## src/sfb_pkg.sv

```systemverilog
// ----------------------------------------------------------------------------
// sfb_pkg
// Shared types, constants and the CRC-16 helper for the serial frame builder.
// ----------------------------------------------------------------------------
package sfb_pkg;

  localparam int unsigned MAX_PAYLOAD        = 250;
  localparam int unsigned FRAME_BUFFER_BYTES = 256;

  localparam logic [7:0]  FLAG_BYTE     = 8'h7E;
  localparam logic [7:0]  ESC_BYTE      = 8'h7D;
  localparam logic [7:0]  ESC_XOR       = 8'h20;
  localparam logic [7:0]  REVISION      = 8'h01;
  localparam logic [15:0] CRC_INIT      = 16'hFFFF;
  localparam logic [15:0] CRC_POLY_REFL = 16'h8408;

  // Frame bytes counted per packet; the limit is where an abort is raised.
  localparam int unsigned FBO_W       = 9;
  localparam logic [FBO_W-1:0] FRAME_LIMIT = FBO_W'(FRAME_BUFFER_BYTES - 4);
  localparam logic [FBO_W-1:0] HDR_BYTES   = FBO_W'(3);
  localparam logic [7:0]  MAX_LEN     = 8'(MAX_PAYLOAD);

  // Depth of the queue between the front and back halves.
  localparam int unsigned FIFO_DEPTH = 4;
  localparam int unsigned FIFO_AW    = $clog2(FIFO_DEPTH);

  typedef enum logic [1:0] {
    ST_FRAME    = 2'd0,
    ST_TOO_LONG = 2'd1,
    ST_ABORT    = 2'd2
  } status_e;

  typedef enum logic [1:0] {
    MODE_IDLE    = 2'd0,
    MODE_SEND    = 2'd1,
    MODE_SWALLOW = 2'd2
  } mode_e;

  typedef enum logic [3:0] {
    PH_ERROR,
    PH_FLAG,
    PH_REV,
    PH_LEN,
    PH_ESC,
    PH_DATA,
    PH_FCS_HI,
    PH_FCS_LO,
    PH_CLOSE,
    PH_ABORT
  } phase_e;

  // One classified input byte, as handed from the front to the back.
  typedef struct packed {
    logic        err;
    logic        hdr;
    logic [7:0]  len;
    logic [7:0]  data;
    logic        esc;
    logic        abort;
    logic        tail;
    logic [15:0] crc;
  } desc_t;

  typedef struct packed {
    logic [7:0] out_byte;
    status_e    status;
    logic       frame_end;
    logic       last_of_run;
  } result_t;

  function automatic logic [15:0] crc_byte(input logic [15:0] crc_in, input logic [7:0] b);
    logic [15:0] c;
    c = crc_in ^ {8'h00, b};
    for (int k = 0; k < 8; k++) begin
      if (c[0]) begin
        c = (c >> 1) ^ CRC_POLY_REFL;
      end else begin
        c = c >> 1;
      end
    end
    return c;
  endfunction

  // The revision byte is fixed, so its CRC step is folded at elaboration.
  localparam logic [15:0] CRC_AFTER_REV = crc_byte(CRC_INIT, REVISION);

endpackage

```

## src/sfb_in_if.sv

```systemverilog
// ----------------------------------------------------------------------------
// sfb_in_if
// Input channel: one unescaped packet byte with the packet length.
// ----------------------------------------------------------------------------
interface sfb_in_if;
  logic       valid;
  logic       ready;
  logic [7:0] data_byte;
  logic [7:0] packet_length;

  modport source (output valid, output data_byte, output packet_length, input ready);
  modport sink (input valid, input data_byte, input packet_length, output ready);
endinterface

```

## src/sfb_out_if.sv

```systemverilog
// ----------------------------------------------------------------------------
// sfb_out_if
// Output channel: one frame byte or error result per request.
// ----------------------------------------------------------------------------
interface sfb_out_if;
  logic       valid;
  logic       ready;
  logic [7:0] out_byte;
  logic [1:0] status;
  logic       frame_end;
  logic       last_of_run;

  modport source (output valid, output out_byte, output status, output frame_end,
                  output last_of_run, input ready);
  modport sink (input valid, input out_byte, input status, input frame_end,
                input last_of_run, output ready);
endinterface

```

## src/sfb_fifo.sv

```systemverilog
// ----------------------------------------------------------------------------
// sfb_fifo
// Short descriptor queue between the front and back halves.
// ----------------------------------------------------------------------------
module sfb_fifo (
  input  logic           clk_i,
  input  logic           rst_ni,
  input  logic           push_i,
  input  sfb_pkg::desc_t push_desc_i,
  input  logic           pop_i,
  output sfb_pkg::desc_t head_o,
  output logic           empty_o,
  output logic           full_o
);
  import sfb_pkg::*;

  desc_t              mem_q [FIFO_DEPTH];
  logic [FIFO_AW-1:0] wr_ptr_q, wr_ptr_d;
  logic [FIFO_AW-1:0] rd_ptr_q, rd_ptr_d;
  logic [FIFO_AW:0]   count_q, count_d;

  assign empty_o = (count_q == '0);
  assign full_o  = (count_q == (FIFO_AW+1)'(FIFO_DEPTH));
  assign head_o  = mem_q[rd_ptr_q];

  always_comb begin
    wr_ptr_d = wr_ptr_q;
    rd_ptr_d = rd_ptr_q;
    count_d  = count_q;
    if (push_i) begin
      wr_ptr_d = wr_ptr_q + 1'b1;
    end
    if (pop_i) begin
      rd_ptr_d = rd_ptr_q + 1'b1;
    end
    if (push_i && !pop_i) begin
      count_d = count_q + 1'b1;
    end else if (pop_i && !push_i) begin
      count_d = count_q - 1'b1;
    end
  end

  always_ff @(posedge clk_i) begin
    if (push_i) begin
      mem_q[wr_ptr_q] <= push_desc_i;
    end
  end

  always_ff @(posedge clk_i or negedge rst_ni) begin
    if (!rst_ni) begin
      wr_ptr_q <= '0;
      rd_ptr_q <= '0;
      count_q  <= '0;
    end else begin
      wr_ptr_q <= wr_ptr_d;
      rd_ptr_q <= rd_ptr_d;
      count_q  <= count_d;
    end
  end

endmodule

```

## src/sfb_front.sv

```systemverilog
// ----------------------------------------------------------------------------
// sfb_front
// Accepts packet bytes, tracks packet state and the FCS, and classifies
// each byte into a descriptor of the results it causes.
// ----------------------------------------------------------------------------
module sfb_front (
  input  logic           clk_i,
  input  logic           rst_ni,
  sfb_in_if.sink         in_i,
  input  logic           full_i,
  output logic           push_o,
  output sfb_pkg::desc_t push_desc_o
);
  import sfb_pkg::*;

  mode_e             mode_q, mode_d;
  logic [7:0]        pos_q, pos_d;
  logic [7:0]        len_q, len_d;
  logic [15:0]       crc_q, crc_d;
  logic [FBO_W-1:0]  fbo_q, fbo_d;

  logic              accept;
  logic              start;
  logic              is_esc;
  logic [15:0]       crc_base;
  logic [15:0]       crc_new;
  logic [FBO_W-1:0]  fbo_new;
  logic [7:0]        pos_new;
  logic [7:0]        len_cur;
  logic              done;
  logic              over;

  assign in_i.ready = !full_i;
  assign accept     = in_i.valid && in_i.ready;
  assign start      = (mode_q != MODE_SEND) && (mode_q != MODE_SWALLOW);
  assign is_esc     = (in_i.data_byte == FLAG_BYTE) || (in_i.data_byte == ESC_BYTE);

  // On the first byte the header CRC steps come before the data step.
  assign crc_base = start ? crc_byte(CRC_AFTER_REV, in_i.packet_length) : crc_q;
  assign crc_new  = crc_byte(crc_base, in_i.data_byte);
  assign fbo_new  = (start ? HDR_BYTES : fbo_q) + (is_esc ? FBO_W'(2) : FBO_W'(1));
  assign len_cur  = start ? in_i.packet_length : len_q;
  assign pos_new  = (start ? 8'd0 : pos_q) + 8'd1;
  assign done     = (pos_new >= len_cur);
  assign over     = (fbo_new >= FRAME_LIMIT);

  always_comb begin
    mode_d      = mode_q;
    pos_d       = pos_q;
    len_d       = len_q;
    crc_d       = crc_q;
    fbo_d       = fbo_q;
    push_o      = 1'b0;
    push_desc_o = '0;
    push_desc_o.len  = in_i.packet_length;
    push_desc_o.data = in_i.data_byte;
    push_desc_o.esc  = is_esc;
    push_desc_o.crc  = crc_new;
    if (accept) begin
      priority if (mode_q == MODE_SWALLOW) begin
        pos_d  = pos_q + 8'd1;
        mode_d = (pos_d >= len_q) ? MODE_IDLE : MODE_SWALLOW;
      end else if (start && (in_i.packet_length == 8'd0)) begin
        push_o          = 1'b1;
        push_desc_o.err = 1'b1;
        len_d  = 8'd0;
        pos_d  = 8'd0;
        crc_d  = CRC_INIT;
        fbo_d  = '0;
        mode_d = MODE_IDLE;
      end else if (start && (in_i.packet_length > MAX_LEN)) begin
        // The rest of an oversized packet is dropped without results.
        push_o          = 1'b1;
        push_desc_o.err = 1'b1;
        len_d  = in_i.packet_length;
        pos_d  = 8'd1;
        crc_d  = CRC_INIT;
        fbo_d  = '0;
        mode_d = MODE_SWALLOW;
      end else begin
        push_o            = 1'b1;
        push_desc_o.hdr   = start;
        push_desc_o.abort = over;
        push_desc_o.tail  = !over && done;
        len_d  = len_cur;
        pos_d  = pos_new;
        crc_d  = crc_new;
        fbo_d  = fbo_new;
        if (done) begin
          mode_d = MODE_IDLE;
        end else begin
          mode_d = over ? MODE_SWALLOW : MODE_SEND;
        end
      end
    end
  end

  always_ff @(posedge clk_i or negedge rst_ni) begin
    if (!rst_ni) begin
      mode_q <= MODE_IDLE;
      pos_q  <= '0;
      len_q  <= '0;
      crc_q  <= CRC_INIT;
      fbo_q  <= '0;
    end else begin
      mode_q <= mode_d;
      pos_q  <= pos_d;
      len_q  <= len_d;
      crc_q  <= crc_d;
      fbo_q  <= fbo_d;
    end
  end

endmodule

```

## src/sfb_back.sv

```systemverilog
// ----------------------------------------------------------------------------
// sfb_back
// Expands descriptors into frame bytes and error results, one per cycle
// while the output is not stalled, into a registered output stage.
// ----------------------------------------------------------------------------
module sfb_back (
  input  logic           clk_i,
  input  logic           rst_ni,
  input  sfb_pkg::desc_t head_i,
  input  logic           empty_i,
  output logic           pop_o,
  sfb_out_if.source      out_o
);
  import sfb_pkg::*;

  logic    busy_q, busy_d;
  desc_t   desc_q, desc_d;
  phase_e  phase_q, phase_d;
  logic    valid_q, valid_d;
  result_t res_q, res_d;

  desc_t   cur;
  phase_e  cur_phase;
  phase_e  next_phase;
  result_t res;
  logic    out_free;
  logic    fire;

  assign out_o.valid       = valid_q;
  assign out_o.out_byte    = res_q.out_byte;
  assign out_o.status      = res_q.status;
  assign out_o.frame_end   = res_q.frame_end;
  assign out_o.last_of_run = res_q.last_of_run;

  // When idle, the queue head is worked on directly to avoid a bubble.
  assign cur = busy_q ? desc_q : head_i;

  always_comb begin
    if (busy_q) begin
      cur_phase = phase_q;
    end else if (head_i.err) begin
      cur_phase = PH_ERROR;
    end else if (head_i.hdr) begin
      cur_phase = PH_FLAG;
    end else if (head_i.esc) begin
      cur_phase = PH_ESC;
    end else begin
      cur_phase = PH_DATA;
    end
  end

  always_comb begin
    res            = '0;
    res.status     = ST_FRAME;
    next_phase     = cur_phase;
    unique case (cur_phase)
      PH_ERROR: begin
        res.status      = ST_TOO_LONG;
        res.frame_end   = 1'b1;
        res.last_of_run = 1'b1;
      end
      PH_FLAG: begin
        res.out_byte = FLAG_BYTE;
        next_phase   = PH_REV;
      end
      PH_REV: begin
        res.out_byte = REVISION;
        next_phase   = PH_LEN;
      end
      PH_LEN: begin
        res.out_byte = cur.len;
        next_phase   = cur.esc ? PH_ESC : PH_DATA;
      end
      PH_ESC: begin
        res.out_byte = ESC_BYTE;
        next_phase   = PH_DATA;
      end
      PH_DATA: begin
        res.out_byte = cur.esc ? (cur.data ^ ESC_XOR) : cur.data;
        if (cur.abort) begin
          next_phase = PH_ABORT;
        end else if (cur.tail) begin
          next_phase = PH_FCS_HI;
        end else begin
          res.last_of_run = 1'b1;
        end
      end
      PH_FCS_HI: begin
        res.out_byte = cur.crc[15:8];
        next_phase   = PH_FCS_LO;
      end
      PH_FCS_LO: begin
        res.out_byte = cur.crc[7:0];
        next_phase   = PH_CLOSE;
      end
      PH_CLOSE: begin
        res.out_byte    = FLAG_BYTE;
        res.frame_end   = 1'b1;
        res.last_of_run = 1'b1;
      end
      PH_ABORT: begin
        res.status      = ST_ABORT;
        res.frame_end   = 1'b1;
        res.last_of_run = 1'b1;
      end
      default: begin
        res.last_of_run = 1'b1;
      end
    endcase
  end

  assign out_free = !valid_q || out_o.ready;
  assign fire     = out_free && (busy_q || !empty_i);
  assign pop_o    = fire && !busy_q;

  always_comb begin
    busy_d  = busy_q;
    desc_d  = desc_q;
    phase_d = phase_q;
    valid_d = valid_q;
    res_d   = res_q;
    if (fire) begin
      valid_d = 1'b1;
      res_d   = res;
      if (res.last_of_run) begin
        busy_d = 1'b0;
      end else begin
        busy_d  = 1'b1;
        desc_d  = cur;
        phase_d = next_phase;
      end
    end else if (out_o.ready) begin
      valid_d = 1'b0;
    end
  end

  always_ff @(posedge clk_i) begin
    desc_q <= desc_d;
    res_q  <= res_d;
  end

  always_ff @(posedge clk_i or negedge rst_ni) begin
    if (!rst_ni) begin
      busy_q  <= 1'b0;
      phase_q <= PH_FLAG;
      valid_q <= 1'b0;
    end else begin
      busy_q  <= busy_d;
      phase_q <= phase_d;
      valid_q <= valid_d;
    end
  end

endmodule

```

## src/serial_frame_builder_crc16_stuffing_core.sv

```systemverilog
// ----------------------------------------------------------------------------
// serial_frame_builder_crc16_stuffing_core
// Serial frame builder with byte stuffing and a CRC-16 frame check sequence.
// ----------------------------------------------------------------------------
// Packet bytes enter on in_i, with the packet length sampled on the first
// byte of each packet. Each request on in_i is classified combinationally
// and queued; the output side then sends one result per cycle on out_o
// while out_o is not stalled. A plain data byte causes one result, an
// escaped one two, plus three for the header on the first byte and three
// for the FCS and closing flag on the last. The output port is the limit
// on throughput; the input accepts back to back while the four-entry
// queue has room. A length of zero or above 250 gives a single error result
// and the rest of that packet is dropped; an escaped frame reaching the
// frame buffer limit gives an abort result in place of the FCS and flag.
// ----------------------------------------------------------------------------
module serial_frame_builder_crc16_stuffing_core (
  input  logic      clk_i,
  input  logic      rst_ni,
  sfb_in_if.sink    in_i,
  sfb_out_if.source out_o
);
  import sfb_pkg::*;

  logic  push;
  desc_t push_desc;
  logic  pop;
  desc_t head;
  logic  empty;
  logic  full;

  sfb_front u_front (
    .clk_i       (clk_i),
    .rst_ni      (rst_ni),
    .in_i        (in_i),
    .full_i      (full),
    .push_o      (push),
    .push_desc_o (push_desc)
  );

  sfb_fifo u_fifo (
    .clk_i       (clk_i),
    .rst_ni      (rst_ni),
    .push_i      (push),
    .push_desc_i (push_desc),
    .pop_i       (pop),
    .head_o      (head),
    .empty_o     (empty),
    .full_o      (full)
  );

  sfb_back u_back (
    .clk_i   (clk_i),
    .rst_ni  (rst_ni),
    .head_i  (head),
    .empty_i (empty),
    .pop_o   (pop),
    .out_o   (out_o)
  );

endmodule
```

## src/flat_wrapper.sv

```systemverilog
// flat-port wrapper written by rule: the top's interface ports become plain ports
module serial_frame_builder_crc16_stuffing_core_flat import sfb_pkg::*;
  (clk_i, rst_ni, in_i_valid, in_i_data_byte, in_i_packet_length, in_i_ready, out_o_valid, out_o_out_byte, out_o_status, out_o_frame_end, out_o_last_of_run, out_o_ready);
  sfb_in_if in_i_i ();
  sfb_out_if out_o_i ();
  input  logic clk_i;
  input  logic rst_ni;
  input wire logic [$bits(in_i_i.valid)-1:0] in_i_valid;
  input wire logic [$bits(in_i_i.data_byte)-1:0] in_i_data_byte;
  input wire logic [$bits(in_i_i.packet_length)-1:0] in_i_packet_length;
  output wire logic [$bits(in_i_i.ready)-1:0] in_i_ready;
  output wire logic [$bits(out_o_i.valid)-1:0] out_o_valid;
  output wire logic [$bits(out_o_i.out_byte)-1:0] out_o_out_byte;
  output wire logic [$bits(out_o_i.status)-1:0] out_o_status;
  output wire logic [$bits(out_o_i.frame_end)-1:0] out_o_frame_end;
  output wire logic [$bits(out_o_i.last_of_run)-1:0] out_o_last_of_run;
  input wire logic [$bits(out_o_i.ready)-1:0] out_o_ready;
  assign in_i_i.valid = in_i_valid;
  assign in_i_i.data_byte = in_i_data_byte;
  assign in_i_i.packet_length = in_i_packet_length;
  assign in_i_ready = in_i_i.ready;
  assign out_o_valid = out_o_i.valid;
  assign out_o_out_byte = out_o_i.out_byte;
  assign out_o_status = out_o_i.status;
  assign out_o_frame_end = out_o_i.frame_end;
  assign out_o_last_of_run = out_o_i.last_of_run;
  assign out_o_i.ready = out_o_ready;
  serial_frame_builder_crc16_stuffing_core u_core (.clk_i(clk_i), .rst_ni(rst_ni), .in_i(in_i_i), .out_o(out_o_i));
endmodule
```

## config.mk

```make
export PLATFORM = sky130hd
export DESIGN_NAME = serial_frame_builder_crc16_stuffing_core_flat
export DESIGN_NICKNAME = d
export VERILOG_FILES = /design/src/sfb_pkg.sv /design/src/sfb_in_if.sv /design/src/sfb_out_if.sv /design/src/sfb_fifo.sv /design/src/sfb_front.sv /design/src/sfb_back.sv /design/src/serial_frame_builder_crc16_stuffing_core.sv /design/src/flat_wrapper.sv
export SDC_FILE = /design/constraint.sdc
export NUM_CORES = 1
export LEC_CHECK = 0
export BUFFER_PORTS_ARGS = -buffer_cell sky130_fd_sc_hd__buf_4
export CAP_MARGIN = 20
export CORE_MARGIN = 5
export CORE_UTILIZATION = 54
export DETAILED_ROUTE_END_ITERATION = 7
export GPL_TIMING_DRIVEN = 0
export PLACE_DENSITY = 0.71
export SLEW_MARGIN = 20
export SYNTH_ARGS = -nofsm -noshare
export SYNTH_HDL_FRONTEND = slang
export SYNTH_SLANG_ARGS = --single-unit
```

## constraint.sdc

```tcl
create_clock -name clk_i -period 3.4 [get_ports clk_i]
set_input_delay 0.68 -clock clk_i [delete_from_list [all_inputs] [get_ports clk_i]]
set_output_delay 0.68 -clock clk_i [all_outputs]
set_load 0.02 [all_outputs]
```

; Yosys cells after proc, flatten, opt, wreduce, memory -nomap -nowiden
; Memory sizes are Yosys's and may differ from the RTL's.
; Index checks and enable logic that the tools add are counted.
[op_classes]
n_bitwise = 21
div_mod_pow = 0
mul = 0
magnitude_cmp = 4
shift = 0
n_addsub = 7
mux = 71
reduce_logical = 29
eq_ne = 15
[op_table]
columns = cell, count
row1 = $mux 16, 19
row2 = $mux 8, 7
row3 = $pmux 8 s7, 1
row4 = $not 2->3, 16
row5 = $mux 35, 1
row6 = $pmux 4 s7, 1
row7 = $mux 9, 3
row8 = $mux 2, 13
row9 = $add 8x1->8 const B, 2
row10 = $eq 4x3->1 const B, 4
row11 = $eq 8x7->1 const B, 2
row12 = $ge 8x8->1, 2
row13 = $mux 1, 16
row14 = $xor 16x8->16, 1
row15 = $mux 3, 4
row16 = $mux 4, 3
row17 = $add 9x2->9, 1
row18 = $ge 9x8->1 const B, 1
row19 = $logic_and 1x1->1, 9
row20 = $eq 4x2->1 const B, 2
row21 = $eq 4x4->1 const B, 2
row22 = $gt 8x8->1 const B, 1
row23 = $logic_not 8->1, 1
row24 = $logic_not 1->1, 7
row25 = 21 further kinds, 28
[totals]
output_inout_bits = 14
mem_bits_ro = 0
regBits = 103
mem_count = 1
ram_bits = 148
elab_cells = 169
in_bits = 20
latchBits = 0
[memory_table]
columns = memory, words, width, rd, rd_ports_with_merged_regs, wr, line
row1 = u_core.u_fifo.mem_q, 4, 37, 1, 0, 1, sfb_fifo.sv:17  ; desc_t mem_q [FIFO_DEPTH];

; Logic depth before layout (Yosys ltp)
[depth]
word_depth = 37
depth_mapped = 17
depth_no_buf = 13

; By module
; From an unflattened synthesis, not the netlist that was laid out.
[unflattened]
hier_cells = 807
hier_area_um2 = 11920.2
[by_module_without_submodules]
columns = module, n_inst, cells_each, area_per_inst_um2, seq_area_each_um2
row1 = sfb_fifo, 1, 227, 5724.2, 4619.4
row2 = sfb_front, 1, 356, 3374.5, 1096.1
row3 = sfb_back, 1, 224, 2821.5, 1562.7

; Least setup slack after synthesis
; OpenSTA, ideal clock, no wires.
[synth_path]
kind = flip-flop to flip-flop
start = register u_core.u_front.mode_q[1]
end = memory u_core.u_fifo.mem_q[0][16] in the netlist's numbering (data pin)
arrival_time_ns = 3.465
setup_ns = 0.264
slack_ns = -0.329
stages_incl_launch_ff = 16
t_required_ns = 3.136
n_path_buf = 4
synth_period_minus_slack_ns = 3.729
cell_sequence = dfrtp_1 ha_1 buf_2 buf_2 buf_1 clkbuf_1 nor2b_1 ha_1 nand3_1 xor2_1 nor2_1 ha_1 a2111oi_0 nor2b_1 a221oi_1 and3_1
[synth_lines]
columns = item, line
row1 = "start, declared", sfb_front.sv:16  ; mode_e mode_q, mode_d;
row2 = "start signal, assigned", sfb_front.sv:106  ; mode_q <= mode_d;
row3 = "end, declared", sfb_fifo.sv:17

==> flow_summary.toml <==
[outcome]
status = "completed"

[synthesis]
synthAdderAreaFrac_pct = 3.13
synth_nets = 909
mappedNetlistArea_mm2 = 0.0117
ys_ff_latch = 251
synth_xor_area_share_pct = 4.53
synth_mux_area_share_pct = 9.77
synth_cells = 861
async_flop_share_pct = 22.3
synth_ff_type = "edfxtp_1"
avgSynthCellArea_um2 = 13.6
synth_top_family_by_area = "simple AND/OR/NAND/NOR gates"
yosysWarnings = 0
synth-compound-area-share_pct = 6.76
synthSimpleGateAreaFrac_pct = 10.7
synth_edf_count = 195
yosysSeqAreaShare_pct = 62.3
ys_types = 68

[critical_path]
path_class = "flop to flop"
startpoint_type = "flop"
cp.arrival_ps = 3650
endpoint_kind = "flop"
required_ps = 3790
path_max_fanout = 10

[job]
cap_violations = 0

[clock_tree]
htreeDepth = 1
cts_hold_buf = 0
clk_path_buf_depth = 3
cts-root-buf = "clkbuf_16"
cts.sinks = 251
clk_latency_ps = 550
numCtsBuffers = 27
clk_pin_slew_ps = 60
cts_tree = "yes"

[global_routing]
grt_pass1_wl_um = 41300
grt_use_met3_pct = 2.89
grt_use_total_pct = 21.4
grt_pass1_vias = 7257
antenna_found_initial = 0
grt-ovfl-total = 0
grtUsageMet2_pct = 34.5
gr-usage-met1_pct = 31.2
grt_busiest_layer = "met2"
grt_max_degree = 57

[floorplan]
dieArea_mm2 = 0.0247
fp.dieW_um = 157
die_y_um = 157
rows = 53
start_util_pct = 55.2
fp.coreArea_mm2 = 0.0212
ios = 34

[placement]
dpl.cell_count = 1173
port_buffers = 33
dp_hpwl_um = 17900
gp_congestion = 0.913

[routing]
ant_nets = 0
drt-total-wl_um = 26100
drtIter0Drc = 543
wl_per_cell_um = 21.2
vias = 7293
drc = 0
drt-pass1-iter-count = 5
vias_per_cell = 5.93

[finish]
fin_util_pct = 63.6
fillCellCount = 1603
syn_to_final_growth_pct = 15.2
fin_nets = 981
final_cells = 1229
n_antenna_cell = 0
layout-drive-gt1-share_pct = 20.5

[power_and_ir_drop]
power.density_mw_per_mm2 = 1090
p_leak_nw = 5.06
fin_total_pwr_w = 0.0146
peakVddDrop_mv = 0.647

[timing]
setup_violations = 0
fmax_ghz = 0.307
finalCritPeriodShare_pct = 95.9
finalSetupTns_ps = 0
drv_slew = 0
fin_skew_ps = 18.1
min_period_ps = 3260
hold_viol = 0
slew_headroom_pct = 40.4
fin_hold_ws_ps = 189
tightest_slew_ps = 888

[worst_hold_path]
hp-class = "input pin to asynchronous set/reset pin"
==> metrics by stage <==
stage               setup WS [ps]  area, um^2
detailed placement           -674       12400
finish                        138       13500
floorplan                    45.9       11700
global placement             -637       12300
global route                -19.4       13500
CTS                          26.8       13400
==> logic make-up after synthesis <==
group                    Yosys count
buffers and inverters             74
XOR/XNOR                          57
AO/OA/AOI/OAI                    116
multiplexers                      66
AND/OR/NAND/NOR                  269
flip-flops                       251
adder cells (fa/ha/maj)           28
==> synth_stat cells, types with 18 or more instances <==
master | number | area [um^2]
ha_1 | 26 | 325
dfrtp_1 | 39 | 976
nand2_1 | 129 | 484
edfxtp_1 | 195 | 5860
a21oi_1 | 27 | 135
mux2i_1 | 21 | 210
nor2_1 | 41 | 154
inv_1 | 29 | 109
o21ai_0 | 23 | 115
xor2_1 | 27 | 236
clkbuf_1 | 20 | 75.1
xnor2_1 | 27 | 236
nor3_1 | 18 | 90.1
mux4_2 | 36 | 811
==> timing repair <==
| action | CTS | global route |
|---|---|---|
| gates resized for setup | 21 | 4 |
| pin swaps | 3 | 6 |
| setup endpoints to repair | 11 | 10 |
| buffers inserted | 2 | 5 |
==> worst paths after layout <==
kind,from,endpoint,slack (ps),cells past startpoint
worst max-delay path,u_core.u_front.mode_q[0]$_DFFE_PN0P_,u_core.u_fifo.mem_q[0][16]$_DFFE_PP_,140,16
max in group asynchronous,rst_ni,u_core.u_front.len_q[5]$_DFFE_PN0P_,2630,1
min in group clk_i,in_i_packet_length[3],u_core.u_fifo.mem_q[3][30]$_DFFE_PP_,350,1
worst max register to register,u_core.u_front.mode_q[0]$_DFFE_PN0P_,u_core.u_fifo.mem_q[0][16]$_DFFE_PP_,140,16
worst min-delay path,rst_ni,u_core.u_back.phase_q[2]$_DFFE_PN0P_,190,1
worst min register to register,u_core.u_front.fbo_q[0]$_DFFE_PN0P_,u_core.u_front.fbo_q[0]$_DFFE_PN0P_,500,1
==> state kept, by name (all words and copies together) (netlist names), 2 cells and up <==
signal                        count
u_core.u_fifo.wr_ptr_q            2
u_core.u_back.desc_q             35
u_core.u_back.out_o.status        2
u_core.u_front.pos_q              8
u_core.u_fifo.mem_q             148
u_core.u_front.mode_q             2
u_core.u_fifo.rd_ptr_q            2
u_core.u_front.fbo_q              9
u_core.u_front.len_q              8
u_core.u_front.crc_q             16
u_core.u_back.phase_q             4
u_core.u_back.out_o.out_byte      8
u_core.u_fifo.count_q             3
==> worst max-delay path, cell delays in order, from the launching register on <==
cell and delay (ps):
dfrtp_1 370, inv_2 80, ha_4 230, buf_12 130
buf_6 140, clkbuf_8 170, nor2b_1 130, ha_2 220
nand3_1 100, xor2_1 160, nor2_1 180, ha_2 230
a2111oi_4 80, nor2b_2 160, a221oi_2 330, buf_4 180
and3_4 210
==> report_power, final <==
group	leakage [nW]	total, W	switching, W	internal, W
Clock	0.437	0.00298	0.00121	0.00177
Combinational	2.14	0.00609	0.00372	0.00238
Sequential	2.48	0.00557	0.000434	0.00513
Total	5.06	0.0146	0.00536	0.00927
==> cell usage in the layout, fill, tap and decap left out, types with 5 or more instances in the layout <==
cell type,Yosys,final
a21oi_1,27,25
a22o_1,7,7
buf_2,15,13
buf_4,0,40
clkbuf_1,20,21
clkbuf_16,0,27
clkinv_1,2,9
dfrtp_1,39,39
dfstp_2,17,17
edfxtp_1,195,195
ha_1,26,22
inv_1,29,28
mux2_2,7,7
mux2i_1,21,21
mux4_2,36,36
nand2_1,129,129
nand2b_1,8,8
nand3_1,17,17
nand4_1,8,8
nor2_1,41,39
nor2b_1,10,8
nor3_1,18,18
o21ai_0,23,22
o22a_1,13,13
o22ai_1,11,11
o31ai_1,5,5
or3_1,5,5
xnor2_1,27,27
xor2_1,27,27
==> per-layer routing <==
metal,routed length (um),part of all wire (%)
met5,0,0
met1,11600,44
met3,1480,5.7
met2,12400,48
met4,580,2.2
==> layout make-up <==
type	count	area [um^2]	share of cell area, %
Multi-Input combinational cell	536	4160	30.9
Tap cell	275	344	2.56
Sequential cell	251	7280	54.1
Clock inverter	21	226	1.68
Inverter	31	116	0.865
Timing Repair Buffer	44	410	3.05
Clock buffer	29	683	5.08
Buffer	42	231	1.72
No activity file was read; power rests on OpenSTA's default activity.
